===== config.mk =====
export PLATFORM = sky130hd
export DESIGN_NAME = imh_cmp
export DESIGN_NICKNAME = d
export VERILOG_FILES = /design/src/hdl/imh_pkg.sv /design/src/hdl/imh_cmp.sv
export SDC_FILE = /design/constraint.sdc
export NUM_CORES = 1
export LEC_CHECK = 0
export ABC_AREA = 1
export BUFFER_PORTS_ARGS = -buffer_cell sky130_fd_sc_hd__buf_2
export CAP_MARGIN = 20
export CORE_ASPECT_RATIO = 2
export CORE_MARGIN = 2
export CORE_UTILIZATION = 50
export DETAILED_ROUTE_END_ITERATION = 6
export PLACE_DENSITY = 0.86
export SETUP_SLACK_MARGIN = 0.05
export SYNTH_ARGS = -nofsm -noshare
export SYNTH_HDL_FRONTEND = slang
export SYNTH_SLANG_ARGS = --single-unit

===== constraint.sdc =====
create_clock -name vclk -period 1.6
set_clock_uncertainty 0.15 [all_clocks]
set_input_delay 0.16 -clock vclk [all_inputs]
set_output_delay 0.16 -clock vclk [all_outputs]
set_load 0.01 [all_outputs]

===== src/hdl/imh_pkg.sv =====
// ----------------------------------------------------------------------------
// Indexed min-heap package
// Shared widths, status codes and sequencer types for the indexed min-heap.
// ----------------------------------------------------------------------------
package imh_pkg;

  localparam int unsigned Capacity = 256;
  localparam int unsigned SlotW    = $clog2(Capacity);
  localparam int unsigned CountW   = SlotW + 1;
  localparam int unsigned KeyW     = 32;

  typedef logic [SlotW-1:0]  slot_t;
  typedef logic [CountW-1:0] count_t;
  typedef logic [KeyW-1:0]   key_t;

  // Status codes of a result item.
  localparam logic [1:0] StatusOk       = 2'd0;
  localparam logic [1:0] StatusEmpty    = 2'd1;
  localparam logic [1:0] StatusNotFound = 2'd2;

  // Operation kinds of an input item.
  localparam logic KindUpdate = 1'b0;
  localparam logic KindPop    = 1'b1;

  // Configuration register indexes.
  localparam logic CfgEntryCount = 1'b0;
  localparam logic CfgInitialKey = 1'b1;

  // Compare result handed from the compare unit to the sequencer.
  typedef struct packed {
    logic up_swap;    // parent key strictly above current key
    logic go_right;   // right child wins the move down
    logic go_left;    // left child wins the move down
  } cmp_t;

endpackage


===== src/hdl/imh_cmp.sv =====
// ----------------------------------------------------------------------------
// Indexed min-heap compare unit
// Shared key comparator used for every step of the sift up and sift down.
// ----------------------------------------------------------------------------
module imh_cmp (
  input  imh_pkg::key_t   cur_key_i,
  input  imh_pkg::key_t   par_key_i,
  input  imh_pkg::key_t   lft_key_i,
  input  imh_pkg::key_t   rgt_key_i,
  input  logic            lft_ok_i,
  input  logic            rgt_ok_i,
  output imh_pkg::cmp_t   cmp_o
);
  import imh_pkg::*;

  logic r_lt_l, r_lt_c, l_lt_c;

  // Strict comparisons keep equal keys in place.
  always_comb begin
    r_lt_l = rgt_key_i < lft_key_i;
    r_lt_c = rgt_key_i < cur_key_i;
    l_lt_c = lft_key_i < cur_key_i;
    cmp_o.up_swap  = par_key_i > cur_key_i;
    cmp_o.go_right = rgt_ok_i && r_lt_l && r_lt_c;
    cmp_o.go_left  = !cmp_o.go_right && lft_ok_i && l_lt_c;
  end

endmodule


Word-level counts from Yosys, hierarchy flattened
Index checks and enable logic that the tools add are counted.
{"block": "classes", "n_lt_le_gt_ge": 4, "n_reduce_logical": 5}
{"cell": "less-than comparator 32 bit", "count": 3}
{"cell": "> comparator 32 bit", "count": 1}
{"cell": "logical AND 1 bit", "count": 4}
{"cell": "logical NOT 1 bit", "count": 1}
{"block": "totals", "ff_bits": 0}

Logic depth before layout (Yosys ltp)
Gate-level depths: netlist of run 1.
{"block": "logic_depth", "depth_word": 6, "mapped_depth": 14, "ltp_nobuf": 14}

Worst setup path after synthesis of run 1
OpenSTA, ideal clock, no wires.
{"block": "synth_path", "kind": "input -> output", "start": "input port cur_key_i[27]", "end": "output port cmp_o[0] in the netlist's numbering", "t_arrival_ns": 1.221, "setup_slack_ns": 0.069, "stages": 11, "path_buffers": 0, "cell_sequence": "inv_1 > ha_1 > a21o_1 > o21ai_1 > nand2_1 > nor2_2 > nand2_1 > nor2_2 > nand3_2 > nand2_1 > inv_1"}
{"element": "from (decl)", "line": "imh_cmp.sv:6", "source": "input imh_pkg::key_t cur_key_i,"}
{"element": "to (decl)", "line": "imh_cmp.sv:12", "source": "output imh_pkg::cmp_t cmp_o"}

==> results.cfg, run 1 <==
[grt]
grt_max_degree = 4
grt_pass1_vias = 4005
grt_first_pass_wirelength_um = 15600
grt_antenna_before_repair = 0
track_usage = 0.289
grt_overflow = 0

[floorplan]
die_w_um = 59.6
die-area_sq_um = 6870
ioPinCount = 133
die_y_um = 115
start_util = 0.515
row_count = 40
core_area_sq_um = 6010

[critical_path]
arrival_ns = 1.55
worstSetupPathType = input port to output pin
crit_path_cell_trace = buf_2, inv_2, ha_4, nand2_2, nor2_4, nand4_1, a21oi_2, nor2_2, nand3_2, nand2_1, inv_1, buf_2
slowest_delay_ns = 0.27
cp_num_buf_inv = 4
required_ns = 1.29
end_kind = output pin
slowest_stage = ha_4
critPathTopFamily = simple AND/OR/NAND/NOR gates
cp_max_fo = 2
startpoint_type = input port
worst_path_most_repeated_cell = buf_2

[finish]
seq_area_sq_um = 0
final_cell_mix = buf_2, nand2_1, ha_1, inv_1
clock_buffers = 0
final_layout_size_suffix_gt1_frac = 0.455
n_fill_cell = 417
antenna_cells = 0
layout.nets = 897
nFlopsAndLatches = 0
final_common_cell = buf_2
area_growth_pct = 55.8
multi_input_area_sq_um = 3400

[flow_run]
drv_cap = 0

[route]
wl_per_cell_um = 15.9
via_per_inst = 5.55
wirelength_um = 11200
first_iter_violations = 144
vias = 3900
first_pass_iters = 4
ant_nets = 0
route.detailed.drc = 0

[yosys]
ys_seq_area_frac = 0
netlist_area_sq_um = 3090
syn-num-nets = 733
yosys-top-cells-area = ha_1, nand2_1, inv_1, a21oi_1, nor2_1
yosysWarnings = 0
synth_top_cell_by_area = ha_1
netlist_instances = 478
postSynthAreaPerCell_sq_um = 6.47
synthDominantCellAreaShare = 0.505
synth_cell_type_count = 23

[power_and_ir_drop]
power_density_nw_per_um2 = 273
sw_frac_of_total = 0.527
p_int_uw = 622
power_frac_clock = 0
p_switching_uw = 693
p_seq_frac = 0
comb_power_share = 1.000
finalPower_mw = 1.31
ir_drop_uv = 163
power.leakage_nw = 2.70

[min_path]
min_from = lft_ok_i
hold_path_depth = 8
min_path_type = input port to output pin
min_to = cmp_o[0]

[sta]
timing.final.crit_share = 1.17
fmax_ghz = 0.536
hold_viol_final = 0
finalSetupViolCount = 3
worst_slack_ns = -0.264
worstMarginPinSlew_ns = 0.242
whs_ns = 0.779
max_slew_margin = 0.838
rsz0062_at_grt = yes
drv_slew = 0
period_needed_ns = 1.86

[placement]
dp_slack_ns = -0.274
gp_congestion = 0.905
io_buffer_count = 133
dp_hpwl_um = 8680

[outcome]
violations = setup timing
status = finished with violations
-- area by class of cell --
class	count	area share
inverter	99	0.0818
timing repair buffer	162	0.197
tap	63	0.0164
multi-input combinational	379	0.705
-- cells in the mapped netlist --
cell,instances
nand3b_1,1
nor3_1,3
a31oi_1,1
ha_1,125
nand2_1,112
o21ai_0,10
nand4_1,9
nor4_1,1
nor3b_1,1
nor2_2,3
nor2_1,29
o21a_1,5
a21o_1,2
or2_1,2
inv_2,4
nand2_2,1
nand3_2,1
nand3_1,10
a21oi_1,55
nor4_2,1
nand4_2,1
o21ai_1,6
inv_1,95
-- what timing repair did --
| item | in CTS | in global routing |
|---|---|---|
| pin swaps | 28 | 37 |
| hold buffers | 0 | 0 |
| setup buffers | 2 | 1 |
| resized for setup | 77 | 75 |
| endpoints found under the setup margin | 3 | 3 |
-- metrics by stage --
step / cells / utilization / TNS, ns / instance area, sq um
after detailed placement: 700 / 0.672 / -0.693 / 4030
after floorplan: 478 / - / 0 / 3090
after global routing: 703 / 0.803 / -0.876 / 4820
after global placement: 700 / 0.672 / -0.615 / 4030
after CTS: 702 / 0.740 / -0.514 / 4450
final: 703 / 0.803 / -0.706 / 4820
-- routing by layer --
layer | routed length, um | vias to the layer above | GRT usage | part of all wire
li1 | - | 1919 | - | -
met1 | 3480 | 1755 | 0.221 | 0.31
met2 | 6370 | 163 | 0.599 | 0.57
met3 | 434 | 63 | 0.0247 | 0.039
met4 | 893 | 0 | 0.213 | 0.080
met5 | 0 | - | 0 | 0
-- worst max path at each step --
stage,startpoint,to,slack (ns),depth (start not counted)
5_1_grt,lft_key_i[31],cmp_o[0],-0.32,14
3_5_place_dp,cur_key_i[27],cmp_o[0],-0.27,11
3_3_place_gp,cur_key_i[27],cmp_o[0],-0.25,11
4_1_cts,cur_key_i[19],cmp_o[0],-0.19,14
2_1_floorplan,cur_key_i[27],cmp_o[0],0.07,11
6_report,lft_key_i[31],cmp_o[0],-0.26,12
-- power by group through the flow --
| stage | clock [mW] | combinational [mW] | sequential [mW] |
|---|---|---|---|
| 6_report | 0 | 1.31 | 0 |
| 5_1_grt | 0 | 1.46 | 0 |
| 4_1_cts | 0 | 1.14 | 0 |
| 3_5_place_dp | 0 | 0.999 | 0 |
| 3_3_place_gp | 0 | 0.933 | 0 |
| 2_1_floorplan | 0 | 0.572 | 0 |
-- kinds of logic (layout without fill, tap and decap cells) --
| logic type | Yosys count | in the layout | share of synthesized area |
|---|---|---|---|
| fa+ha+maj | 125 | 125 | 0.505 |
| simple gates | 175 | 175 | 0.241 |
| buf+inv | 99 | 261 | 0.120 |
| compound gates | 79 | 79 | 0.134 |
No activity file was read; power rests on OpenSTA's default activity.
==> inputs of run 2 (changes only) <==
--- a/config.mk
+++ b/config.mk
@@ -14,6 +14,7 @@
 export DETAILED_ROUTE_END_ITERATION = 6
 export PLACE_DENSITY = 0.86
 export SETUP_SLACK_MARGIN = 0.05
+export SKIP_LAST_GASP = 1
 export SYNTH_ARGS = -nofsm -noshare
 export SYNTH_HDL_FRONTEND = slang
 export SYNTH_SLANG_ARGS = --single-unit
==> results.cfg, run 2 (synthesized netlist as in run 1, its figures left out) <==
[power_and_ir_drop]
ir_drop_uv = 163
finalPower_mw = 1.31
power.leakage_nw = 2.69
power_density_nw_per_um2 = 272

[grt]
grt_first_pass_wirelength_um = 15400
grt_overflow = 0
grt_antenna_before_repair = 1
grt_pass1_vias = 3968
grt_max_degree = 4
track_usage = 0.285

[critical_path]
slowest_stage = ha_4
end_kind = output pin
worst_path_most_repeated_cell = nand2_1
required_ns = 1.29
startpoint_type = input port
arrival_ns = 1.57
cp_num_buf_inv = 3
cp_max_fo = 2
worstSetupPathType = input port to output pin
critPathTopFamily = simple AND/OR/NAND/NOR gates
crit_path_cell_trace = buf_4, ha_4, a21oi_2, nor2_1, nor3_2, nand2_1, nand2_1, nand2_1, nand2_2, nand3_2, nand2_1, inv_1, buf_2
slowest_delay_ns = 0.24

[min_path]
min_path_type = input port to output pin

[finish]
nFlopsAndLatches = 0
n_fill_cell = 413
layout.nets = 897
final_layout_size_suffix_gt1_frac = 0.453
utilization = 0.798
area_growth_pct = 55.0
clock_buffers = 0
final_common_cell = buf_2
seq_area_sq_um = 0
final_cell_mix = buf_2, nand2_1, ha_1, inv_1, a21oi_1

[route]
ant_nets = 0
wl_per_cell_um = 15.8
wirelength_um = 11100
route.detailed.drc = 0
vias = 3885
via_per_inst = 5.52
first_pass_iters = 4
first_iter_violations = 170

[sta]
rsz0062_at_grt = yes
worstMarginPinSlew_ns = 0.219
finalSetupViolCount = 3
worst_slack_ns = -0.281
drv_slew = 0
timing.final.crit_share = 1.18
fmax_ghz = 0.532
whs_ns = 0.758
period_needed_ns = 1.88
hold_viol_final = 0
max_slew_margin = 0.853

[placement]
dp_hpwl_um = 8680
gp_congestion = 0.905
io_buffer_count = 133

[floorplan]
core_area_sq_um = 6010
start_util = 0.515
die_y_um = 115
die-area_sq_um = 6870
row_count = 40
die_w_um = 59.6
ioPinCount = 133

[outcome]
status = finished with violations
violations = setup timing

[flow_run]
drv_cap = 0
==> run 2: cell types whose count changed in the layout (fill, tap and decap cells not counted), sizes merged <==
cell   delta
diode     +1
==> run 2: worst paths after layout <==
kind / from / depth (start not counted) / end / slack (ns)
max: rgt_key_i[5] / 13 / cmp_o[0] / -0.28
min: lft_ok_i / 8 / cmp_o[0] / 0.76
==> run 2: timing repair <==
item	in CTS	in global routing
setup buffers	2	1
endpoints found under the setup margin	3	3
hold endpoints to repair	0	0
resized for setup	70	81
pin swaps	28	38
hold buffers	0	0
==> run 2: power by group <==
part           internal (mW)  switching (mW)
clock           0.0000000836               0
sequential                 0               0
combinational          0.618           0.688
==> run 2: cell type report <==
cell class	count	area, sq um	share of cell area
well taps	63	78.8	0.0164
diodes	1	2.50	0.000522
multi-input cells	379	3370	0.703
inverters	99	394	0.0822
repair buffers	162	948	0.198
==> run 2: layer usage <==
metal | wire length [um] | share of wire | GRT usage
met5 | 0 | 0 | 0
met4 | 807 | 0.072 | 0.191
met3 | 472 | 0.042 | 0.0214
met2 | 6380 | 0.57 | 0.597
met1 | 3490 | 0.31 | 0.222
==> run 2: per-stage QoR <==
stage | setup TNS (ns) | worst slack [ns] | cells | area [sq um]
finish | -0.707 | -0.281 | 704 | 4790
global placement | -0.615 | -0.253 | 700 | 4030
CTS | -0.535 | -0.205 | 702 | 4410
detailed placement | -0.693 | -0.274 | 700 | 4030
global route | -0.988 | -0.386 | 704 | 4790
floorplan | 0 | 0.0689 | 478 | 3090
